===== config.mk =====
export PLATFORM = sky130hd
export DESIGN_NAME = h264_access_unit_splitter_flat
export DESIGN_NICKNAME = d
export VERILOG_FILES = /design/src/rtl/aus_pkg.sv /design/src/rtl/aus_in_if.sv /design/src/rtl/aus_out_if.sv /design/src/rtl/aus_detect.sv /design/src/rtl/h264_access_unit_splitter.sv /design/src/flat_wrapper.sv
export VERILOG_INCLUDE_DIRS = /design/src /design/src/rtl
export SDC_FILE = /design/constraint.sdc
export NUM_CORES = 1
export LEC_CHECK = 0
export CAP_MARGIN = 20
export CELL_PAD_IN_SITES_DETAIL_PLACEMENT = 1
export CELL_PAD_IN_SITES_GLOBAL_PLACEMENT = 2
export CORE_AREA = 3 3 181 271
export CTS_CLUSTER_DIAMETER = 30
export DETAILED_ROUTE_END_ITERATION = 7
export DIE_AREA = 0 0 184 274
export DONT_BUFFER_PORTS = 1
export HOLD_SLACK_MARGIN = 0.05
export PLACE_DENSITY = 0.77
export SYNTH_ARGS = -nofsm -noshare
export SYNTH_HDL_FRONTEND = slang
export SYNTH_SLANG_ARGS = --single-unit

===== constraint.sdc =====
create_clock -name clk -period 17.2 [get_ports clk]
set_clock_uncertainty 0.1 [all_clocks]
set_input_delay 1.72 -clock clk [delete_from_list [all_inputs] [get_ports clk]]
set_output_delay 1.72 -clock clk [all_outputs]
set_load 0.03 [all_outputs]

===== src/rtl/h264_access_unit_splitter_defines.svh =====
// Assertion macros for the access unit splitter
`ifndef H264_ACCESS_UNIT_SPLITTER_DEFINES_SVH
`define H264_ACCESS_UNIT_SPLITTER_DEFINES_SVH
`ifndef SYNTH
// Check an implication on every clock edge outside reset
`define AUS_ASSERT(lbl, prop, msg) \
	lbl: assert property (@(posedge clk) disable iff (!arst_n) prop) else $error(msg);
// Check that a condition holds on every clock edge outside reset
`define AUS_ASSERT_ALWAYS(lbl, cond, msg) \
	lbl: assert property (@(posedge clk) disable iff (!arst_n) (cond)) else $error(msg);
`else
`define AUS_ASSERT(lbl, prop, msg)
`define AUS_ASSERT_ALWAYS(lbl, cond, msg)
`endif
`endif


===== src/rtl/aus_pkg.sv =====
// Shared types and constants for the access unit splitter
package aus_pkg;

	localparam int MAX_FRAME_LIMIT  = 1048576;
	localparam int LOOKAHEAD_BYTES  = 8;
	localparam int WIN_LEN          = LOOKAHEAD_BYTES + 1;
	localparam int MIN_FRAME_BYTES  = 16;
	localparam int LEN_W            = 21;
	localparam int OFS_W            = 48;
	localparam int FILL_W           = $clog2(WIN_LEN + 1);
	localparam logic [LEN_W-1:0] MAX_FRAME_RESET = LEN_W'(65536);

	// Frame kinds
	localparam logic [1:0] KIND_BOUNDARY = 2'd0;
	localparam logic [1:0] KIND_CUT      = 2'd1;
	localparam logic [1:0] KIND_EOS      = 2'd2;
	localparam logic [1:0] KIND_NO_SLICE = 2'd3;

	// NAL unit types
	localparam logic [4:0] NAL_SLICE     = 5'd1;
	localparam logic [4:0] NAL_IDR       = 5'd5;
	localparam logic [4:0] NAL_SEI       = 5'd6;
	localparam logic [4:0] NAL_SPS       = 5'd7;
	localparam logic [4:0] NAL_PPS       = 5'd8;
	localparam logic [4:0] NAL_SUBSET    = 5'd15;
	localparam logic [4:0] NAL_EXT_SLICE = 5'd20;

	typedef logic [WIN_LEN-1:0][7:0] win_t;

	typedef struct packed {
		logic slice_start;
		logic frame_end;
	} nal_flags_t;

endpackage


===== src/rtl/aus_in_if.sv =====
// Byte stream channel: one stream byte per word
interface aus_in_if import aus_pkg::*; ();
	logic       valid;
	logic       ready;
	logic [7:0] data_byte;
	logic       last_byte;

	modport source (output valid, output data_byte, output last_byte, input ready);
	modport sink   (input valid, input data_byte, input last_byte, output ready);
endinterface


===== src/rtl/aus_out_if.sv =====
// Frame channel: one frame description per word
interface aus_out_if import aus_pkg::*; ();
	logic             valid;
	logic             ready;
	logic [OFS_W-1:0] frame_offset;
	logic [LEN_W-1:0] frame_length;
	logic [1:0]       frame_kind;

	modport source (output valid, output frame_offset, output frame_length,
		output frame_kind, input ready);
	modport sink   (input valid, input frame_offset, input frame_length,
		input frame_kind, output ready);
endinterface


===== src/rtl/aus_detect.sv =====
// Start code classifier over the nine byte look-ahead window
module aus_detect import aus_pkg::*; (
	input  win_t       win,
	output nal_flags_t flags
);

	logic       prefix;
	logic [4:0] nal_type;
	logic       slice_hit;
	logic       ext_hit;
	logic       non_slice;

	// Match the 00 00 01 prefix and pick the NAL type
	assign prefix   = (win[0] == 8'h00) && (win[1] == 8'h00) && (win[2] == 8'h01);
	assign nal_type = win[3][4:0];

	// Slice starts: first_mb bit is the top bit of the following byte, or of the fourth byte after the type for type 20
	assign slice_hit = ((nal_type == NAL_SLICE) || (nal_type == NAL_IDR)) && win[4][7];
	assign ext_hit   = (nal_type == NAL_EXT_SLICE) && win[7][7];
	assign non_slice = (nal_type == NAL_SUBSET) || (nal_type == NAL_SPS) ||
		(nal_type == NAL_PPS) || (nal_type == NAL_SEI);

	assign flags.slice_start = prefix && (slice_hit || ext_hit);
	assign flags.frame_end   = prefix && (slice_hit || ext_hit || non_slice);

endmodule


===== src/rtl/h264_access_unit_splitter.sv =====
// A byte accepted lands in the input register, and its frame word (if any) is then
// loaded into the output register; a stall on the frame side holds the byte between them.
// Throughput: one byte per cycle, unless the output register is full and not read.
// Reset: arst_n clears the window, counters, offset and the valid bits of both registers;
// max_frame_bytes returns to 65536. End of stream also restarts offsets from zero.
module h264_access_unit_splitter import aus_pkg::*; (
	input  logic             clk,
	input  logic             arst_n,
	input  logic             cfg_we,
	input  logic [LEN_W-1:0] cfg_wdata,
	aus_in_if.sink           stream,
	aus_out_if.source        frame
);

	`include "h264_access_unit_splitter_defines.svh"

	localparam logic [LEN_W-1:0]  LIMIT_MAX = LEN_W'(MAX_FRAME_LIMIT);
	localparam logic [LEN_W-1:0]  LIMIT_MIN = LEN_W'(MIN_FRAME_BYTES);
	localparam logic [LEN_W-1:0]  LOOK_LEN  = LEN_W'(LOOKAHEAD_BYTES);
	localparam logic [LEN_W-1:0]  WIN_LEN_L = LEN_W'(WIN_LEN);
	localparam logic [FILL_W-1:0] FILL_FULL = FILL_W'(WIN_LEN);

	// Configuration
	logic [LEN_W-1:0] max_frame_q;

	// Input register
	logic       valid_s1;
	logic [7:0] byte_s1;
	logic       last_s1;

	// Frame state
	win_t              win_q;
	logic [FILL_W-1:0] fill_q;
	logic [OFS_W-1:0]  ofs_q;
	logic [LEN_W-1:0]  cnt_q;
	logic              seen_q;
	logic [LEN_W-1:0]  esf_q;

	// Output register
	logic             out_valid_q;
	logic [OFS_W-1:0] out_ofs_q;
	logic [LEN_W-1:0] out_len_q;
	logic [1:0]       out_kind_q;

	// Step logic
	logic              advance;
	logic [LEN_W-1:0]  limit;
	win_t              win_n;
	logic [FILL_W-1:0] fill_n;
	logic              full;
	logic [LEN_W-1:0]  cnt_n;
	logic [LEN_W-1:0]  pos;
	nal_flags_t        flags;
	logic              first_slice;
	logic              seen_n;
	logic              boundary;
	logic              cut;

	logic              emit;
	logic [LEN_W-1:0]  emit_len;
	logic [1:0]        emit_kind;

	// Advance the input word when the output register has room
	assign advance      = valid_s1 && (!out_valid_q || frame.ready);
	assign stream.ready = !valid_s1 || advance;

	assign frame.valid        = out_valid_q;
	assign frame.frame_offset = out_ofs_q;
	assign frame.frame_length = out_len_q;
	assign frame.frame_kind   = out_kind_q;

	// Clamp the length limit
	always_comb begin
		if (max_frame_q < LIMIT_MIN) begin
			limit = LIMIT_MIN;
		end else if (max_frame_q > LIMIT_MAX) begin
			limit = LIMIT_MAX;
		end else begin
			limit = max_frame_q;
		end
	end

	// Shift the new byte into the window and count it
	assign win_n  = {byte_s1, win_q[WIN_LEN-1:1]};
	assign fill_n = (fill_q == FILL_FULL) ? fill_q : fill_q + 1'b1;
	assign full   = (fill_n == FILL_FULL);
	assign cnt_n  = cnt_q + 1'b1;
	assign pos    = cnt_n - WIN_LEN_L;

	aus_detect u_detect (
		.win   (win_n),
		.flags (flags)
	);

	// Decide the candidate position
	assign first_slice = full && !seen_q && flags.slice_start;
	assign seen_n      = seen_q || first_slice;
	assign boundary    = full && seen_q && !last_s1 && (pos >= esf_q) && flags.frame_end;
	assign cut         = !boundary && !last_s1 && (cnt_n >= limit);
	assign emit        = boundary || last_s1 || cut;

	always_comb begin
		if (boundary) begin
			emit_len  = pos;
			emit_kind = KIND_BOUNDARY;
		end else if (last_s1) begin
			emit_len  = cnt_n;
			emit_kind = seen_n ? KIND_EOS : KIND_NO_SLICE;
		end else begin
			emit_len  = cnt_n;
			emit_kind = seen_n ? KIND_CUT : KIND_NO_SLICE;
		end
	end

	// Hold the limit register
	always_ff @(posedge clk or negedge arst_n) begin
		if (!arst_n) begin
			max_frame_q <= MAX_FRAME_RESET;
		end else if (cfg_we) begin
			max_frame_q <= cfg_wdata;
		end
	end

	// Load the input register
	always_ff @(posedge clk or negedge arst_n) begin
		if (!arst_n) begin
			valid_s1 <= 1'b0;
		end else if (stream.ready) begin
			valid_s1 <= stream.valid;
		end
	end

	always_ff @(posedge clk) begin
		if (stream.ready && stream.valid) begin
			byte_s1 <= stream.data_byte;
			last_s1 <= stream.last_byte;
		end
	end

	// Update the frame state
	always_ff @(posedge clk or negedge arst_n) begin
		if (!arst_n) begin
			win_q  <= '0;
			fill_q <= '0;
			ofs_q  <= '0;
			cnt_q  <= '0;
			seen_q <= 1'b0;
			esf_q  <= '0;
		end else if (advance) begin
			win_q <= win_n;
			if (boundary) begin
				fill_q <= fill_n;
				ofs_q  <= ofs_q + OFS_W'(pos);
				cnt_q  <= WIN_LEN_L;
				seen_q <= flags.slice_start;
				esf_q  <= LOOK_LEN;
			end else if (last_s1) begin
				fill_q <= '0;
				ofs_q  <= '0;
				cnt_q  <= '0;
				seen_q <= 1'b0;
				esf_q  <= '0;
			end else if (cut) begin
				fill_q <= '0;
				ofs_q  <= ofs_q + OFS_W'(cnt_n);
				cnt_q  <= '0;
				seen_q <= 1'b0;
				esf_q  <= '0;
			end else begin
				fill_q <= fill_n;
				cnt_q  <= cnt_n;
				seen_q <= seen_n;
				if (first_slice) begin
					esf_q <= pos + LOOK_LEN;
				end
			end
		end
	end

	// Load or drain the output register
	always_ff @(posedge clk or negedge arst_n) begin
		if (!arst_n) begin
			out_valid_q <= 1'b0;
		end else if (advance && emit) begin
			out_valid_q <= 1'b1;
		end else if (frame.ready) begin
			out_valid_q <= 1'b0;
		end
	end

	always_ff @(posedge clk) begin
		if (advance && emit) begin
			out_ofs_q  <= ofs_q;
			out_len_q  <= emit_len;
			out_kind_q <= emit_kind;
		end
	end

	`AUS_ASSERT_ALWAYS(a_fill_range, fill_q <= FILL_FULL, "window fill out of range")
	`AUS_ASSERT_ALWAYS(a_cnt_covers_fill, cnt_q >= LEN_W'(fill_q), "frame count below window fill")
	`AUS_ASSERT_ALWAYS(a_cnt_limit, cnt_q <= LIMIT_MAX, "frame count beyond hard limit")
	`AUS_ASSERT(a_boundary_len, (out_valid_q && out_kind_q == KIND_BOUNDARY) |-> out_len_q >= LOOK_LEN, "boundary frame shorter than look-ahead")
	`AUS_ASSERT(a_stall_holds, (valid_s1 && !advance) |=> valid_s1, "input word lost while stalled")

endmodule


===== src/flat_wrapper.sv =====
// flat-port wrapper written by rule: the top's interface ports become plain ports
module h264_access_unit_splitter_flat import aus_pkg::*;
  (clk, arst_n, cfg_we, cfg_wdata, stream_valid, stream_data_byte, stream_last_byte, stream_ready, frame_valid, frame_frame_offset, frame_frame_length, frame_frame_kind, frame_ready);
  aus_in_if stream_i ();
  aus_out_if frame_i ();
  input  logic clk;
  input  logic arst_n;
  input  logic cfg_we;
  input  logic [LEN_W-1:0] cfg_wdata;
  input wire logic [$bits(stream_i.valid)-1:0] stream_valid;
  input wire logic [$bits(stream_i.data_byte)-1:0] stream_data_byte;
  input wire logic [$bits(stream_i.last_byte)-1:0] stream_last_byte;
  output wire logic [$bits(stream_i.ready)-1:0] stream_ready;
  output wire logic [$bits(frame_i.valid)-1:0] frame_valid;
  output wire logic [$bits(frame_i.frame_offset)-1:0] frame_frame_offset;
  output wire logic [$bits(frame_i.frame_length)-1:0] frame_frame_length;
  output wire logic [$bits(frame_i.frame_kind)-1:0] frame_frame_kind;
  input wire logic [$bits(frame_i.ready)-1:0] frame_ready;
  assign stream_i.valid = stream_valid;
  assign stream_i.data_byte = stream_data_byte;
  assign stream_i.last_byte = stream_last_byte;
  assign stream_ready = stream_i.ready;
  assign frame_valid = frame_i.valid;
  assign frame_frame_offset = frame_i.frame_offset;
  assign frame_frame_length = frame_i.frame_length;
  assign frame_frame_kind = frame_i.frame_kind;
  assign frame_i.ready = frame_ready;
  h264_access_unit_splitter u_core (.clk(clk), .arst_n(arst_n), .cfg_we(cfg_we), .cfg_wdata(cfg_wdata), .stream(stream_i), .frame(frame_i));
endmodule

==> metrics.md <==
| Metric | Value |
|---|---|
| Sw Ratio | 0.3843 |
| Vias | 13584 |
| Hpwl dp | 37740 um |
| Final Non-Filler Cells | 2395 |
| Post-Place Cell Area | 16840 um2 |
| Vias in the first global route | 14258 |
| First-pass GRT wire length | 81860 um |
| Hold buffer count at cts | 0 |
| Clock power frac | 0.332 |
| Global route overflow | 0 |
| Final hold slack | 0.3325 ns |
| Min Clock Period, post-route | 7.988 ns |
| Die Ht | 274 um |
| Routed wl met3 | 2061 um |
| Sequential Power Share | 0.282 |
| Peak VDD IR | 0.00008450 V |
| DRT met1 WL | 22080 um |
| Post-Syn Area | 16320 um2 |
| GPL Wtd Cong | 0.8877 |
| Tcrit/Tclk final | 0.4644 |
| Root buffer cell | clkbuf_16 |
| Pin count of the biggest net entering global routing | 183 |
| Cell count after synthesis | 1765 |
| Initial core utilization | 0.3484 |
| Tightest Pin Transition | 1.001 ns |
| WP data arrival | 8.35 ns |
| DR iter-0 viols | 711 |
| Outcome | finished, final reports clean |
| CTS resizes | 0 |
| Setup TNS | 0 ns |
| Final Slew Violations | 0 |
| Gr usage total | 0.2052 |
| Final Hold Vio Count | 0 |
| Yosys cell types | 98 |
| Leakage | 8.130 nW |
| TritonRoute pass-1 iters | 5 |
| Clk_lat worst skew | 0.58 ns |
| Most common flop cell mapped by yosys | dfrtp_1 |
| Postcts setup bufs | 0 |
| Antenna cells | 0 |
| Crit path capture type | flip-flop |
| Top layer in use | met4 |
| DRC Markers | 0 |
| Die Wd | 184 um |
| Max-cap check violation count | 0 |
| Routed length on met2 | 26430 um |
| Number of synthesized flops with an enable pin | 80 |
| Cts bufs inserted | 54 |
| Relative max-transition margin | 0.3320 |
| Yosys warnings | 0 |
| Initial antenna violation count | 1 |
| Sequential fraction of the synthesis area | 0.4263 |
| Syn_nets | 1888 |
| Die area | 50420 um2 |
| Internal Power | 0.001940 W |
| Clock-pin slew on the worst setup and hold paths | 0.05 ns |
| Fin nets | 1879 |
| Worst Path Max Fanout | 74 |
| Antenna Nets Post-Route | 0 |
| H-tree depth | 2 |
| Layout cells sized above 1 | 0.1033 |
| Cell area power density | 168.7 nW/um2 |
| Register bit total from synthesis | 262 |
| CP startpoint kind | flip-flop |
| Core area | 46850 um2 |
| Final Cell Area | 18680 um2 |
| Row cnt | 97 |
| Area Growth Syn to Fin | 14.42% |
| Max frequency | 125.2 MHz |
| WL/cell | 21.86 um |
| Worst EP required | 17.56 ns |
| Syn_area_per_cell | 9.248 um2 |
| Crit Path Category | flip-flop to flip-flop |
| Comb power frac | 0.386 |
| CTS tree | done |
| Overall routed net length | 52360 um |
| # IOs | 108 |
| Switching power | 0.001211 W |
| Min-delay worst type | flip-flop to flip-flop |
| Deepest clock path buffer count | 3 |
| FFs w/ async S/R, synth | 0.6947 |
| DP Cell Count | 2293 |
| RSZ-0062 raised after global routing | false |
| Num Clock Sinks | 262 |
| Layout filler cell count | 5332 |
| PortBufs | 0 |
| Setup violators final | 0 |
| Vias per Instance | 5.672 |
[placed cells by master, fill, tap and decap left out, drive strengths merged, types with 9 or more instances in the layout]
master      n
o21a       20
o22ai      10
o211ai     21
xnor2      70
or3        14
nand3      52
nand4      22
nor2      106
dfrtp     181
a21o       45
and2       13
a211oi     13
xor2       33
o21ai      81
mux2       23
edfxtp     80
clkbuf     64
and3       19
nand2     346
or4        10
clkinvlp   11
buf        18
mux2i      12
nor4       30
o31ai      19
or2        13
a22oi      10
a31oi      30
o21bai     11
clkinv     13
a21oi      83
ha         86
nor3       37
inv        74
a22o        9
[flip-flops by register name, indices dropped and copies added (netlist names)]
name	count
u_core.win_n	64
u_core.frame.frame_offset	48
u_core.ofs_q	48
u_core.cnt_q	21
u_core.esf_q	21
u_core.frame.frame_length	21
u_core.max_frame_q	21
u_core.byte_s1	8
u_core.fill_q	4
u_core.frame.frame_kind	2
u_core.frame.valid	1
u_core.last_s1	1
u_core.seen_q	1
u_core.valid_s1	1
[final timing paths]
| check | startpoint | end | slack (ns) | cells after the start |
|---|---|---|---|---|
| max in group asynchronous | arst_n | u_core.cnt_q[16] | 15.93 | 0 |
| hold reg to reg | u_core.byte_s1[1] | u_core.win_n[57] | 0.33 | 2 |
| setup / recovery | u_core.cnt_q[0] | u_core.ofs_q[12] | 9.21 | 21 |
| setup reg to reg | u_core.cnt_q[0] | u_core.ofs_q[12] | 9.21 | 21 |
| min in group asynchronous | arst_n | u_core.ofs_q[19] | 0.75 | 0 |
| hold / removal | u_core.byte_s1[1] | u_core.win_n[57] | 0.33 | 2 |
[per-stage QoR]
step	power (W)	setup WS, ns	utilization
after floorplan	0.001796	10.03	-
after global placement	0.002074	9.540	0.3594
after detailed placement	0.002107	9.145	0.3594
after CTS	0.003179	9.128	0.3986
after global routing	0.003373	8.532	0.3987
final	0.003151	9.212	0.3987
[cell families (layout without fill, tap and decap cells)]
family | after synthesis | after routing | synth area share
multiplexers | 35 | 35 | 0.02323
XOR/XNOR | 103 | 103 | 0.05665
adder cells (fa/ha/maj) | 89 | 89 | 0.06899
AO/OA/AOI/OAI | 422 | 422 | 0.1767
flip-flops | 262 | 262 | 0.4263
buffers and inverters | 150 | 186 | 0.03902
AND/OR/NAND/NOR | 704 | 704 | 0.2092
[power groups by stage]
| stage | clock, W | sequential, W | combinational, W |
|---|---|---|---|
| floorplan | 0 | 0.000850 | 0.000946 |
| global route | 0.00110 | 0.000906 | 0.00137 |
| finish | 0.00105 | 0.000888 | 0.00122 |
| CTS | 0.00107 | 0.000889 | 0.00122 |
| detailed placement | 0 | 0.000899 | 0.00121 |
| global placement | 0 | 0.000893 | 0.00118 |
[synth_stat cells (5+ instances only)]
cell type / instances / share of area
nand2_1: 344 / 0.079
dfrtp_1: 181 / 0.28
nor2_1: 106 / 0.024
ha_1: 86 / 0.066
a21oi_1: 80 / 0.025
edfxtp_1: 80 / 0.15
o21ai_0: 78 / 0.024
xnor2_1: 68 / 0.036
inv_1: 64 / 0.015
nand3_1: 50 / 0.015
clkbuf_1: 46 / 0.011
a21o_1: 45 / 0.021
nor3_1: 34 / 0.010
xor2_1: 32 / 0.017
a31oi_1: 30 / 0.011
nor4_1: 25 / 0.0096
mux2_2: 23 / 0.016
buf_2: 20 / 0.0061
nand4_1: 20 / 0.0077
o211ai_1: 20 / 0.0092
o21a_1: 20 / 0.0092
and3_1: 19 / 0.0073
o31ai_1: 19 / 0.0087
and2_1: 13 / 0.0050
a211oi_1: 12 / 0.0055
mux2i_1: 12 / 0.0074
or3_1: 12 / 0.0046
o21bai_1: 11 / 0.0051
a22oi_1: 10 / 0.0046
o22ai_1: 10 / 0.0038
or4_1: 10 / 0.0046
a22o_1: 9 / 0.0048
and4_1: 8 / 0.0043
nand2b_1: 8 / 0.0031
o2111ai_1: 8 / 0.0043
or2_2: 8 / 0.0031
a211o_1: 7 / 0.0038
buf_1: 7 / 0.0016
buf_4: 7 / 0.0032
nor2b_1: 6 / 0.0023
a2111oi_0: 5 / 0.0027
a31o_2: 5 / 0.0027
nor3b_1: 5 / 0.0023
[layer usage]
layer | global-route usage | vias up
met5 | 0 | -
met4 | 0.07505 | 0
met3 | 0.03185 | 96
met2 | 0.3595 | 270
met1 | 0.2542 | 6828
li1 | - | 6390
[cell type report]
class,count,area [um2],share of cell area
multi-input cells,1353,8756,0.4688
well taps,594,743.2,0.03979
inverters,67,254.0,0.01360
clock inverters,37,412.9,0.02211
flip-flops and latches,262,6958,0.3725
clock buffers,64,1420,0.07604
repair buffers,18,132.6,0.007101
[worst max-delay path, stage by stage, from the launching register on]
cell      delay, ns
dfrtp_1        0.73
ha_1           0.59
nand3_4        0.26
nor3_4         0.35
and4_1         0.25
xnor2_1        0.18
inv_1          0.18
or3_4          0.41
or3b_2         0.49
nand2_1        0.13
inv_1          0.09
ha_1           0.30
and4_1         0.23
a311oi_1       0.10
o21a_1         0.20
o211ai_1       0.50
o21a_1         0.21
a211o_1        0.17
nand3_4        0.53
inv_4          0.60
buf_4          0.73
mux2_2         0.41
Power figures use the tool's default switching activity.
